<file path="config.mk">
export PLATFORM = sky130hd
export DESIGN_NAME = fixed_record_block_packer
export DESIGN_NICKNAME = d
export VERILOG_FILES = /design/src/hw/rtl/frbp_pkg.sv /design/src/hw/rtl/frbp_core.sv /design/src/hw/rtl/frbp_result_fifo.sv /design/src/hw/rtl/fixed_record_block_packer.sv
export VERILOG_INCLUDE_DIRS = /design/src /design/src/hw/rtl
export SDC_FILE = /design/constraint.sdc
export NUM_CORES = 1
export LEC_CHECK = 0
export BUFFER_PORTS_ARGS = -buffer_cell sky130_fd_sc_hd__buf_2
export CAP_MARGIN = 5
export CORE_ASPECT_RATIO = 0.75
export CORE_UTILIZATION = 40
export CTS_CLUSTER_DIAMETER = 60
export DETAILED_ROUTE_END_ITERATION = 10
export PLACE_DENSITY_LB_ADDON = 0.3
export SLEW_MARGIN = 20
export SYNTH_ARGS = -nofsm -noshare
export SYNTH_HDL_FRONTEND = slang
export SYNTH_SLANG_ARGS = --single-unit
export TNS_END_PERCENT = 20
</file>
<file path="constraint.sdc">
create_clock -name aclk -period 9.05 [get_ports aclk]
set_input_delay 2.2625 -clock aclk [delete_from_list [all_inputs] [get_ports aclk]]
set_output_delay 2.2625 -clock aclk [all_outputs]
set_load 0.02 [all_outputs]
</file>
<file path="src/hw/rtl/fixed_record_block_packer_defines.svh">
// Assertion macros for the record block packer.
`ifndef FIXED_RECORD_BLOCK_PACKER_DEFINES_SVH
`define FIXED_RECORD_BLOCK_PACKER_DEFINES_SVH

// Checks that a property holds at every clock edge outside reset.
`define FRBP_ASSERT(label, prop, msg) \
    label: assert property (@(posedge aclk) disable iff (!aresetn) (prop)) else $error(msg);

// Checks that a condition never holds at any clock edge outside reset.
`define FRBP_NEVER(label, cond, msg) \
    label: assert property (@(posedge aclk) disable iff (!aresetn) !(cond)) else $error(msg);

`endif

</file>
<file path="src/hw/rtl/frbp_pkg.sv">
// Types, constants and a helper function shared by the record block packer.
`timescale 1ns / 1ps

package frbp_pkg;

    localparam int CNT_W = 12;
    localparam logic [CNT_W-1:0] MAX_BLOCK = 12'd2048;
    localparam logic [CNT_W-1:0] MIN_BLOCK = 12'd18;
    localparam logic [CNT_W-1:0] SAT_MAX   = 12'd4095;

    localparam logic [7:0] CH_TAB  = 8'd9;
    localparam logic [7:0] CH_NL   = 8'd10;
    localparam logic [7:0] CH_SP   = 8'd32;
    localparam logic [7:0] CH_FILL = 8'd94;

    localparam logic KIND_DATA = 1'b0;
    localparam logic KIND_EOF  = 1'b1;

    localparam logic MODE_FIXED     = 1'b0;
    localparam logic MODE_UNDEFINED = 1'b1;

    localparam int CFG_IDX_W = 2;
    localparam logic [CFG_IDX_W-1:0] CFG_FORMAT_MODE   = 2'd0;
    localparam logic [CFG_IDX_W-1:0] CFG_BLOCK_LENGTH  = 2'd1;
    localparam logic [CFG_IDX_W-1:0] CFG_RECORD_LENGTH = 2'd2;

    localparam logic [CNT_W-1:0] RST_BLOCK_LENGTH  = 12'd1920;
    localparam logic [CNT_W-1:0] RST_RECORD_LENGTH = 12'd80;

    localparam int FIFO_DEPTH = 4;
    localparam int PTR_W      = 2;
    localparam int LVL_W      = 3;

    typedef struct packed {
        logic             format_mode;
        logic [CNT_W-1:0] block_length;
        logic [CNT_W-1:0] record_length;
    } cfg_t;

    typedef struct packed {
        logic [7:0]       run_byte;
        logic [CNT_W-1:0] run_count;
        logic             block_end;
        logic             last;
    } run_t;

    typedef struct packed {
        logic has0;
        logic has1;
        run_t run0;
        run_t run1;
    } push_t;

    typedef struct packed {
        logic in_valid;
        logic process;
    } core_status_t;

    function automatic logic [CNT_W-1:0] sat_add(input logic [CNT_W-1:0] a,
                                                 input logic [CNT_W-1:0] b);
        logic [CNT_W:0] s;
        s = {1'b0, a} + {1'b0, b};
        return s[CNT_W] ? SAT_MAX : s[CNT_W-1:0];
    endfunction

endpackage

</file>
<file path="src/hw/rtl/frbp_core.sv">
// Input register, stream state and per-transaction run generation.
`timescale 1ns / 1ps

module frbp_core (
    input  logic                        aclk,
    input  logic                        aresetn,
    input  logic                        s_valid,
    output logic                        s_ready,
    input  logic                        s_kind,
    input  logic [7:0]                  s_data_byte,
    input  frbp_pkg::cfg_t              cfg,
    input  logic                        room,
    output frbp_pkg::push_t             push,
    output frbp_pkg::core_status_t      status
);

    logic                       in_valid_reg, in_valid_next;
    logic                       kind_reg, kind_next;
    logic [7:0]                 byte_reg, byte_next;
    logic [frbp_pkg::CNT_W-1:0] record_pos_reg, record_pos_next;
    logic [frbp_pkg::CNT_W-1:0] block_fill_reg, block_fill_next;
    logic                       record_open_reg, record_open_next;
    logic                       process;

    logic [frbp_pkg::CNT_W-1:0] blen, pad, adv, fill_new, pos_new;
    logic [3:0]                 adv4;
    logic                       open_new, has0, has1, close;
    frbp_pkg::run_t             r0, r1;

    assign process = in_valid_reg && room;
    assign s_ready = !in_valid_reg || process;

    always_comb begin
        blen = (cfg.block_length > frbp_pkg::MAX_BLOCK) ? frbp_pkg::MAX_BLOCK
                                                         : cfg.block_length;
        pad  = (record_pos_reg < cfg.record_length) ? cfg.record_length - record_pos_reg
                                                    : '0;
        adv4 = 4'd8 - {1'b0, record_pos_reg[2:0]};
        adv  = {{(frbp_pkg::CNT_W-4){1'b0}}, adv4};

        fill_new = block_fill_reg;
        pos_new  = record_pos_reg;
        open_new = record_open_reg;
        has0     = 1'b0;
        close    = 1'b0;
        r0       = '{run_byte: byte_reg, run_count: 12'd1, block_end: 1'b0, last: 1'b0};

        if (kind_reg == frbp_pkg::KIND_DATA) begin
            has0 = 1'b1;
            if (cfg.format_mode == frbp_pkg::MODE_UNDEFINED) begin
                fill_new = frbp_pkg::sat_add(block_fill_reg, 12'd1);
                close    = fill_new >= blen;
            end else if (byte_reg == frbp_pkg::CH_NL) begin
                fill_new     = frbp_pkg::sat_add(block_fill_reg, pad);
                r0.run_byte  = frbp_pkg::CH_SP;
                r0.run_count = pad;
                pos_new      = '0;
                open_new     = 1'b0;
                close        = fill_new >= blen;
            end else if (byte_reg == frbp_pkg::CH_TAB) begin
                pos_new      = frbp_pkg::sat_add(record_pos_reg, adv);
                fill_new     = frbp_pkg::sat_add(block_fill_reg, adv);
                open_new     = 1'b1;
                r0.run_byte  = frbp_pkg::CH_SP;
                r0.run_count = adv;
            end else begin
                pos_new  = frbp_pkg::sat_add(record_pos_reg, 12'd1);
                fill_new = frbp_pkg::sat_add(block_fill_reg, 12'd1);
                open_new = 1'b1;
            end
        end else begin
            if (cfg.format_mode == frbp_pkg::MODE_FIXED && record_open_reg) begin
                has0         = 1'b1;
                fill_new     = frbp_pkg::sat_add(block_fill_reg, pad);
                r0.run_byte  = frbp_pkg::CH_SP;
                r0.run_count = pad;
            end
            pos_new  = '0;
            open_new = 1'b0;
            close    = fill_new != '0;
        end

        has1 = close && ((fill_new < frbp_pkg::MIN_BLOCK) || !has0);
        r1   = '{run_byte: frbp_pkg::CH_FILL, run_count: '0, block_end: 1'b1, last: 1'b1};
        if (fill_new < frbp_pkg::MIN_BLOCK) begin
            r1.run_count = frbp_pkg::MIN_BLOCK - fill_new;
        end
        r0.block_end = close && !has1;
        r0.last      = !has1;
    end

    assign push.has0 = process && has0;
    assign push.has1 = process && has1;
    assign push.run0 = r0;
    assign push.run1 = r1;

    assign status.in_valid = in_valid_reg;
    assign status.process  = process;

    always_comb begin
        in_valid_next    = in_valid_reg;
        kind_next        = kind_reg;
        byte_next        = byte_reg;
        record_pos_next  = record_pos_reg;
        block_fill_next  = block_fill_reg;
        record_open_next = record_open_reg;
        if (s_ready) begin
            in_valid_next = s_valid;
        end
        if (s_valid && s_ready) begin
            kind_next = s_kind;
            byte_next = s_data_byte;
        end
        if (process) begin
            record_pos_next  = pos_new;
            block_fill_next  = close ? '0 : fill_new;
            record_open_next = open_new;
        end
    end

    always_ff @(posedge aclk) begin
        if (!aresetn) begin
            in_valid_reg    <= 1'b0;
            record_pos_reg  <= '0;
            block_fill_reg  <= '0;
            record_open_reg <= 1'b0;
        end else begin
            in_valid_reg    <= in_valid_next;
            record_pos_reg  <= record_pos_next;
            block_fill_reg  <= block_fill_next;
            record_open_reg <= record_open_next;
        end
    end

    always_ff @(posedge aclk) begin
        kind_reg <= kind_next;
        byte_reg <= byte_next;
    end

endmodule

</file>
<file path="src/hw/rtl/frbp_result_fifo.sv">
// Small result queue that takes up to two runs per cycle and hands out one.
`timescale 1ns / 1ps

module frbp_result_fifo (
    input  logic                         aclk,
    input  logic                         aresetn,
    input  frbp_pkg::push_t              push,
    output logic                         room,
    output logic [frbp_pkg::LVL_W-1:0]   level,
    output logic                         m_valid,
    input  logic                         m_ready,
    output frbp_pkg::run_t               m_run
);

    frbp_pkg::run_t                 mem_reg [frbp_pkg::FIFO_DEPTH];
    logic [frbp_pkg::PTR_W-1:0]     wr_ptr_reg, wr_ptr_next;
    logic [frbp_pkg::PTR_W-1:0]     rd_ptr_reg, rd_ptr_next;
    logic [frbp_pkg::LVL_W-1:0]     level_reg, level_next;
    logic [frbp_pkg::PTR_W-1:0]     wr_ptr_b;
    logic [frbp_pkg::LVL_W-1:0]     push_n;
    logic                           pop, push_a, push_b;
    frbp_pkg::run_t                 entry_a;

    assign m_valid = level_reg != '0;
    assign m_run   = mem_reg[rd_ptr_reg];
    assign pop     = m_valid && m_ready;
    assign room    = level_reg <= frbp_pkg::LVL_W'(frbp_pkg::FIFO_DEPTH - 2);
    assign level   = level_reg;

    assign push_a  = push.has0 || push.has1;
    assign push_b  = push.has0 && push.has1;
    assign entry_a = push.has0 ? push.run0 : push.run1;
    assign wr_ptr_b = wr_ptr_reg + 1'b1;
    assign push_n  = {{(frbp_pkg::LVL_W-1){1'b0}}, push_a}
                   + {{(frbp_pkg::LVL_W-1){1'b0}}, push_b};

    always_comb begin
        wr_ptr_next = wr_ptr_reg + push_n[frbp_pkg::PTR_W-1:0];
        rd_ptr_next = rd_ptr_reg + {{(frbp_pkg::PTR_W-1){1'b0}}, pop};
        level_next  = level_reg + push_n - {{(frbp_pkg::LVL_W-1){1'b0}}, pop};
    end

    always_ff @(posedge aclk) begin
        if (!aresetn) begin
            wr_ptr_reg <= '0;
            rd_ptr_reg <= '0;
            level_reg  <= '0;
        end else begin
            wr_ptr_reg <= wr_ptr_next;
            rd_ptr_reg <= rd_ptr_next;
            level_reg  <= level_next;
        end
    end

    always_ff @(posedge aclk) begin
        if (push_a) begin
            mem_reg[wr_ptr_reg] <= entry_a;
        end
        if (push_b) begin
            mem_reg[wr_ptr_b] <= push.run1;
        end
    end

endmodule

</file>
<file path="src/hw/rtl/fixed_record_block_packer.sv">
// An accepted transaction waits in the input register until the queue has room for its runs.
// Throughput: one input transaction per cycle while each gives one run and m_ready holds; the result
// port moves one run per cycle, so two-run transactions set the pace through the queue.
// Reset: synchronous, active low; clears stream state and queue and loads configuration defaults.
`timescale 1ns / 1ps
`include "fixed_record_block_packer_defines.svh"

module fixed_record_block_packer (
    input  logic                               aclk,
    input  logic                               aresetn,
    input  logic                               cfg_valid,
    output logic                               cfg_ready,
    input  logic [frbp_pkg::CFG_IDX_W-1:0]     cfg_index,
    input  logic [frbp_pkg::CNT_W-1:0]         cfg_data,
    input  logic                               s_valid,
    output logic                               s_ready,
    input  logic                               s_kind,
    input  logic [7:0]                         s_data_byte,
    output logic                               m_valid,
    input  logic                               m_ready,
    output logic [7:0]                         m_run_byte,
    output logic [frbp_pkg::CNT_W-1:0]         m_run_count,
    output logic                               m_block_end,
    output logic                               m_last
);

    frbp_pkg::cfg_t             cfg_reg, cfg_next;
    frbp_pkg::push_t            push;
    frbp_pkg::core_status_t     status;
    frbp_pkg::run_t             m_run;
    logic                       room;
    logic [frbp_pkg::LVL_W-1:0] level;

    assign cfg_ready = 1'b1;

    always_comb begin
        cfg_next = cfg_reg;
        if (cfg_valid && cfg_ready) begin
            case (cfg_index)
                frbp_pkg::CFG_FORMAT_MODE:   cfg_next.format_mode   = cfg_data[0];
                frbp_pkg::CFG_BLOCK_LENGTH:  cfg_next.block_length  = cfg_data;
                frbp_pkg::CFG_RECORD_LENGTH: cfg_next.record_length = cfg_data;
                default:                     cfg_next = cfg_reg;
            endcase
        end
    end

    always_ff @(posedge aclk) begin
        if (!aresetn) begin
            cfg_reg.format_mode   <= frbp_pkg::MODE_FIXED;
            cfg_reg.block_length  <= frbp_pkg::RST_BLOCK_LENGTH;
            cfg_reg.record_length <= frbp_pkg::RST_RECORD_LENGTH;
        end else begin
            cfg_reg <= cfg_next;
        end
    end

    frbp_core u_core (
        .aclk        (aclk),
        .aresetn     (aresetn),
        .s_valid     (s_valid),
        .s_ready     (s_ready),
        .s_kind      (s_kind),
        .s_data_byte (s_data_byte),
        .cfg         (cfg_reg),
        .room        (room),
        .push        (push),
        .status      (status)
    );

    frbp_result_fifo u_fifo (
        .aclk    (aclk),
        .aresetn (aresetn),
        .push    (push),
        .room    (room),
        .level   (level),
        .m_valid (m_valid),
        .m_ready (m_ready),
        .m_run   (m_run)
    );

    assign m_run_byte  = m_run.run_byte;
    assign m_run_count = m_run.run_count;
    assign m_block_end = m_run.block_end;
    assign m_last      = m_run.last;

    // The queue never holds more runs than it has entries.
    `FRBP_NEVER(a_level_bound, level > frbp_pkg::LVL_W'(frbp_pkg::FIFO_DEPTH), "queue overflow")
    // A transaction is only processed when the queue can take both of its runs.
    `FRBP_NEVER(a_push_room, (push.has0 || push.has1) && !room, "push without room")
    // Any second run is a closing filler run that ends the block and is marked last.
    `FRBP_ASSERT(a_single_close, push.has1 |-> push.run1.block_end && push.run1.last, "bad close run")
    // A held transaction in the input register is not lost while the queue has no room for it.
    `FRBP_ASSERT(a_hold_input, (status.in_valid && !status.process) |=> status.in_valid, "input dropped")

endmodule
</file>
==> impl_metrics.csv, run 1 <==
group,metric,value,unit
sta,fin_crit_sh,92.69,%
grt,grt_pass1_vias,8453,
grt,grt_overflow,0,
power_and_ir_drop,swShare,35.90,%
finish,syn_to_final_growth,10.80,%
status,status,"finished clean",
cts,cts_root_buffer,"clkbuf_16",
power_and_ir_drop,pwr-share-comb,30.4,%
logic_synthesis,ys_warn_count,0,
finish,drive_above_1_share,12.05,%
placed_design,port_buffers,51,
setup_path,timing.rr.start,"u_core.record_pos_reg[0]$_SDFFE_PN0P_",
sta,relSlewSlack,32.84,%
logic_synthesis,synth-xor-area-share,3.518,%
setup_path,critPathCaptureType,"register",
sta,fin_skew,10.84,ps
floorplan,coreArea,25340,um2
logic_synthesis,syn_nets,1280,
routing,via_per_inst,5.925,
logic_synthesis,synth-compound-area-share,21.42,%
setup_path,crit_slowest_cell,"a2111oi_0",
floorplan,die_area,26800,um2
cts,cts.clk_slew.worst_paths,70,ps
setup_path,timing.rr.end,"u_fifo.mem_reg[2][3]$_DFFE_PP_",
routing,drt_wl_total,30660,um
setup_path,r2r_slack,660,ps
sta,rsz0062_at_grt,"false",
worst_hold_path,hold_depth,2,
logic_synthesis,synth_top_family_by_area,"compound AO/OA/AOI/OAI gates",
logic_synthesis,ys_async_sr_fraction,0,%
sta,slew_violations,0,
logic_synthesis,synth_cell_types,87,
finish,antenna_cells,0,
grt,grt_use_met1,35.40,%
setup_path,worstSetupStartpoint,"u_core.record_pos_reg[0]$_SDFFE_PN0P_",
setup_path,critPathTopFamily,"compound AO/OA/AOI/OAI gates",
setup_path,cp_max_fo,20,
cts,htree_levels,4,
grt,grt_first_pass_wirelength,48220,um
finish,largest_reg_flops,88,
finish,nFillCells,2441,
run,cap_viol_max_count,0,
grt,antenna_found_initial,0,
floorplan,ios,53,
setup_path,reg2reg_depth,33,
cts,clockBufferDepth,2,
logic_synthesis,synth_fa_ha_area_share,8.902,%
setup_path,crit_buf_inv,2,
floorplan,core.rowCount,50,
placed_design,place_inst,1526,
logic_synthesis,synth_edf_count,57,
setup_path,crit_path_end,"u_fifo.mem_reg[2][3]$_DFFE_PP_",
sta,fin_tns_setup,0,ps
worst_hold_path,worstHoldStart,"cfg_reg[13]$_SDFFE_PN0P_",
power_and_ir_drop,p_seq_share,37.3,%
logic_synthesis,yosys_register_bits,155,
logic_synthesis,syn-cell-area,10460,um2
logic_synthesis,syn_area_per_cell,8.862,um2
grt,grt_util_met2,32.78,%
logic_synthesis,synth_cells,1180,
logic_synthesis,synthSimpleGateAreaFrac,21.11,%
setup_path,worst-path-stages,33,
logic_synthesis,synth_mux_area_share,5.217,%
routing,drc,0,
floorplan,initial_core_util,41.27,%
grt,busiest_layer,"met1",
setup_path,crit_type,"register to register",
setup_path,arrival,8570,ps
worst_hold_path,hold_class,"register to register",
power_and_ir_drop,leakage,4.441,nW
power_and_ir_drop,powerDensity,199.8,nW/um2
power_and_ir_drop,p_sw,831.4,uW
sta,postLayoutSetupSlackWorst,662.0,ps
routing,num_vias,9231,
floorplan,dieWidth,188.7,um
grt,grt_max_degree,59,
cts,cts.sinks,155,
routing,routedWlPerCell,19.68,um
finish,nets,1307,
setup_path,worstSetupStartpointType,"register",
floorplan,die_h,142.0,um
power_and_ir_drop,p_int,1.484,mW
finish,fin_cells,1558,
cts,clk_latency,440,ps
cts,cts_tree,"done",
sta,max_slew.worst_pin.slew,991.7,ps
grt,track_usage,23.07,%
setup_path,required,9240,ps
routing,ant_nets,0,
setup_path,slowest_delay,670,ps
sta,fmax,119.2,MHz
routing,initialDrtViolationCount,1118,
logic_synthesis,ys_seq_area_share,35.13,%
sta,period_minus_slack,8388,ps
placed_design,dp_hpwl,22800,um
power_and_ir_drop,power_frac_clock,32.3,%
routing,first_pass_iters,5,
placed_design,post-place-ws,579.4,ps
sta,hold_violations,0,
placed_design,gp_congestion,0.9913,
power_and_ir_drop,ir_drop,207.7,uV
sta,setup_violations,0,
grt,use_met3,3.945,%
logic_synthesis,ys.flop_type,"dfxtp_1",
cts,cts_made_buffers,17,
## cells by family after synthesis
group / Yosys count
AND/OR/NAND/NOR: 438
AO/OA/AOI/OAI: 329
multiplexers: 27
flip-flops: 155
XOR/XNOR: 42
adder cells (fa/ha/maj): 72
other: 1
buffers and inverters: 116
## cell usage after synthesis (all sizes together) (15+ instances only)
cell type / instances / area (um2)
nor2: 94 / 352.8
o22ai: 34 / 212.7
clkbuf: 39 / 147.6
and2: 20 / 125.1
xor2: 16 / 140.1
xnor2: 26 / 227.7
ha: 68 / 850.8
buf: 15 / 108.9
a21o: 15 / 112.6
a21boi: 33 / 247.7
mux4: 22 / 495.5
inv: 56 / 210.2
nor3: 25 / 141.4
nand2: 147 / 581.8
nor2b: 24 / 150.1
nand3: 49 / 300.3
edfxtp: 57 / 1712
nand2b: 15 / 93.84
and3: 18 / 112.6
a21oi: 77 / 396.6
o21ai: 49 / 245.2
dfxtp: 98 / 1962
## worst reg2reg max path, delay by kind of cell, from the launching register on
family | cells | cell delay (ps)
flops | 1 | 440
compound gates | 17 | 3910
buf+inv | 2 | 500
simple gates | 8 | 1350
fa+ha+maj | 6 | 1920
## power groups by stage
stage	clock network, mW	registers (mW)	logic [mW]
6_report	0.747	0.864	0.705
5_1_grt	0.782	0.874	0.768
4_1_cts	0.753	0.863	0.700
3_5_place_dp	0	0.878	0.695
3_3_place_gp	0	0.875	0.690
2_1_floorplan	0	0.860	0.520
## final cells by class
cell class / instances / area, um2 / share of cell area [%]
clock buffers: 18 / 450.4 / 3.887
clock inverters: 14 / 167.7 / 1.447
well taps: 338 / 422.9 / 3.650
multi-input cells: 909 / 6295 / 54.32
repair buffers: 62 / 337.8 / 2.915
flip-flops and latches: 155 / 3674 / 31.70
inverters: 62 / 240.2 / 2.073
## worst min-delay path by stage
stage	endpoint	slack [ps]
2_1_floorplan	u_fifo.mem_reg[2][21]$_SDFFE_PP0P_	420
3_3_place_gp	u_fifo.mem_reg[3][21]$_SDFFE_PP0P_	440
3_5_place_dp	u_fifo.mem_reg[1][21]$_SDFFE_PP0P_	450
4_1_cts	u_fifo.mem_reg[1][21]$_SDFFE_PP0P_	470
5_1_grt	u_fifo.mem_reg[3][21]$_SDFFE_PP0P_	490
6_report	cfg_reg[13]$_SDFFE_PN0P_	470
## cell usage in the layout (no fill, tap or decap), types with 15 or more instances in the layout
cell and n:
a21oi_1 76, nor2_1 94, o21ai_0 43, dfxtp_1 98, inv_1 56, xor2_1 16, nor3_1 23, xnor2_1 26
and3_1 18, nor2b_1 24, ha_1 68, edfxtp_1 57, a21boi_0 33, nand2_1 143, and2_1 18, clkbuf_16 18
a21o_1 15, buf_2 51, mux4_2 22, nand3_1 44, o22ai_1 34, nand2b_1 15
## per-stage QoR
| stage | hold slack, ps | power (mW) | cell area, um2 | utilization, % |
|---|---|---|---|---|
| after floorplan | 419.8 | 1.379 | 10460 | - |
| after global placement | 438.1 | 1.566 | 10960 | 43.26 |
| after detailed placement | 447.9 | 1.574 | 10960 | 43.26 |
| after CTS | 466.5 | 2.315 | 11580 | 45.70 |
| after global routing | 491.0 | 2.424 | 11590 | 45.73 |
| final | 467.3 | 2.316 | 11590 | 45.73 |
## layer usage
metal  vias up  wire (um)  share of wire [%]
li1       4392          -                  -
met1      4399      15020                 49
met2       405      12580                 41
met3        35       2526                8.2
met4         0        534                1.7
met5         -          0                  0
## timing repair
action	CTS	global route
hold buffers	0	0
endpoints found under the setup margin	0	19
buffers inserted	0	0
endpoints found under the hold margin	0	0
resized for setup	0	2
Power figures use the tool's default switching activity.
==> inputs of run 2 (changes only) <==
--- a/config.mk
+++ b/config.mk
@@ -16,5 +16,6 @@
 export SLEW_MARGIN = 20
 export SYNTH_ARGS = -nofsm -noshare
 export SYNTH_HDL_FRONTEND = slang
+export SYNTH_HIERARCHICAL = 1
 export SYNTH_SLANG_ARGS = --single-unit
 export TNS_END_PERCENT = 20
==> impl_metrics.csv, run 2 <==
group,metric,value,unit
finish,drive_above_1_share,16.17,%
finish,regArea,4075,um2
floorplan,ios,53,
logic_synthesis,syn_area_per_cell,9.877,um2
cts,cts_hold_buf,0,
placed_design,dp_hpwl,23660,um
cts,htree_levels,4,
floorplan,dieWidth,200.8,um
finish,fin_util,43.85,%
sta,fmax,119.1,MHz
cts,cts_tree,"done",
setup_path,required,9370,ps
cts,cts.repair.resized,0,
sta,rsz0062_at_grt,"false",
sta,fin_tns_setup,0,ps
grt,grt_pass1_vias,8944,
cts,cts_made_buffers,17,
cts,post_cts.repair.setup_buffers,0,
routing,num_vias,9535,
routing,routedWlPerCell,20.36,um
floorplan,core.rowCount,54,
placed_design,port_buffers,51,
cts,cts.sinks,155,
routing,ant_nets,0,
power_and_ir_drop,ir_drop,173.9,uV
floorplan,initial_core_util,40.70,%
sta,slew_violations,0,
sta,relSlewSlack,31.25,%
setup_path,crit_type,"register to register",
finish,antenna_cells,0,
setup_path,arrival,8720,ps
finish,final_common_cell,"nand2_1",
setup_path,crit_slowest_cell,"o32ai_1",
floorplan,die_h,151.1,um
setup_path,critPathCaptureType,"register",
sta,fin_skew,9.350,ps
sta,setup_violations,0,
worst_hold_path,hold_class,"register to register",
setup_path,slowest_delay,450,ps
run,cap_viol_max_count,0,
routing,via_per_inst,5.922,
finish,nets,1306,
finish,most-common-layout-cells,"133 x nand2_1, 97 x edfxtp_1, 69 x ha_1",
sta,period_minus_slack,8397,ps
finish,largest_reg_flops,88,
grt,grt_overflow,0,
finish,multi_input_area,7024,um2
sta,hold_violations,0,
routing,drc,0,
cts,clockBufferDepth,2,
placed_design,place_inst,1578,
grt,track_usage,22.08,%
routing,first_pass_iters,5,
routing,drt_wl_total,32780,um
logic_synthesis,ys_warn_count,6,
grt,grt_max_degree,61,
sta,postLayoutSetupSlackWorst,652.8,ps
power_and_ir_drop,powerDensity,188.4,nW/um2
status,status,"finished clean",
grt,antenna_found_initial,0,
floorplan,die_area,30330,um2
finish,fin_cells,1610,
logic_synthesis,syn-cell-area,11850,um2
cts,cts_root_buffer,"clkbuf_16",
placed_design,post-place-ws,636.5,ps
placed_design,gp_congestion,0.9804,
finish,nFillCells,2754,
floorplan,coreArea,29120,um2
sta,max_slew.worst_pin.slew,1025,ps
finish,syn_to_final_growth,7.727,%
cts,cts.clk_slew.worst_paths,70,ps
power_and_ir_drop,leakage,4.781,nW
sta,fin_crit_sh,92.79,%
cts,clk_latency,430,ps
grt,grt_first_pass_wirelength,51540,um
routing,initialDrtViolationCount,921,
logic_synthesis,synth_cells,1200,
setup_path,worstSetupStartpointType,"register",
sta,worst_hold_slack,459.1,ps
setup_path,cp_max_fo,19,
## run 2: worst paths after layout
check                      startpoint  depth (start not counted)                         end  slack (ps)
max           cfg_reg[0]$_SDFFE_PN0P_                         37  u_fifo/level[2]$_SDFF_PN0_         650
min          cfg_reg[12]$_SDFFE_PN0P_                          2    cfg_reg[12]$_SDFFE_PN0P_         460
max reg2reg   cfg_reg[0]$_SDFFE_PN0P_                         37  u_fifo/level[2]$_SDFF_PN0_         650
min reg2reg  cfg_reg[12]$_SDFFE_PN0P_                          2    cfg_reg[12]$_SDFFE_PN0P_         460
## run 2: power by group
part           switching (mW)  internal (mW)  leakage, nW
clock network           0.329          0.389        0.284
logic                   0.463          0.323         3.13
registers              0.0633          0.839         1.37
## run 2: area by class of cell
| type | instances | area share (%) |
|---|---|---|
| clock buffer | 17 | 3.332 |
| clock inverter | 15 | 1.215 |
| inverter | 54 | 1.587 |
| multi-input combinational | 909 | 55.01 |
| sequential | 155 | 31.92 |
| tap | 392 | 3.841 |
| timing repair buffer | 68 | 3.097 |
## run 2: stage by stage
| step | area, um2 | total power [mW] |
|---|---|---|
| 2_1_floorplan | 11890 | 1.492 |
| 3_3_place_gp | 12180 | 1.688 |
| 6_report | 12770 | 2.406 |
| 5_1_grt | 12770 | 2.528 |
| 3_5_place_dp | 12180 | 1.695 |
| 4_1_cts | 12760 | 2.415 |
## run 2: layer usage
metal / wire length [um] / global-route usage (%) / up-vias
met5: 0 / 0 / -
li1: - / - / 4528
met3: 1990 / 3.744 / 43
met1: 16730 / 33.98 / 4628
met4: 562 / 6.107 / 0
met2: 13500 / 31.25 / 336
## run 2: critical path: cells and delay by family (launching register included)
| kind | cells | cell delay [ps] |
|---|---|---|
| compound gates | 15 | 3530 |
| xor+xnor | 2 | 310 |
| simple gates | 5 | 1100 |
| flops | 1 | 340 |
| fa+ha+maj | 8 | 2400 |
| buf+inv | 7 | 610 |
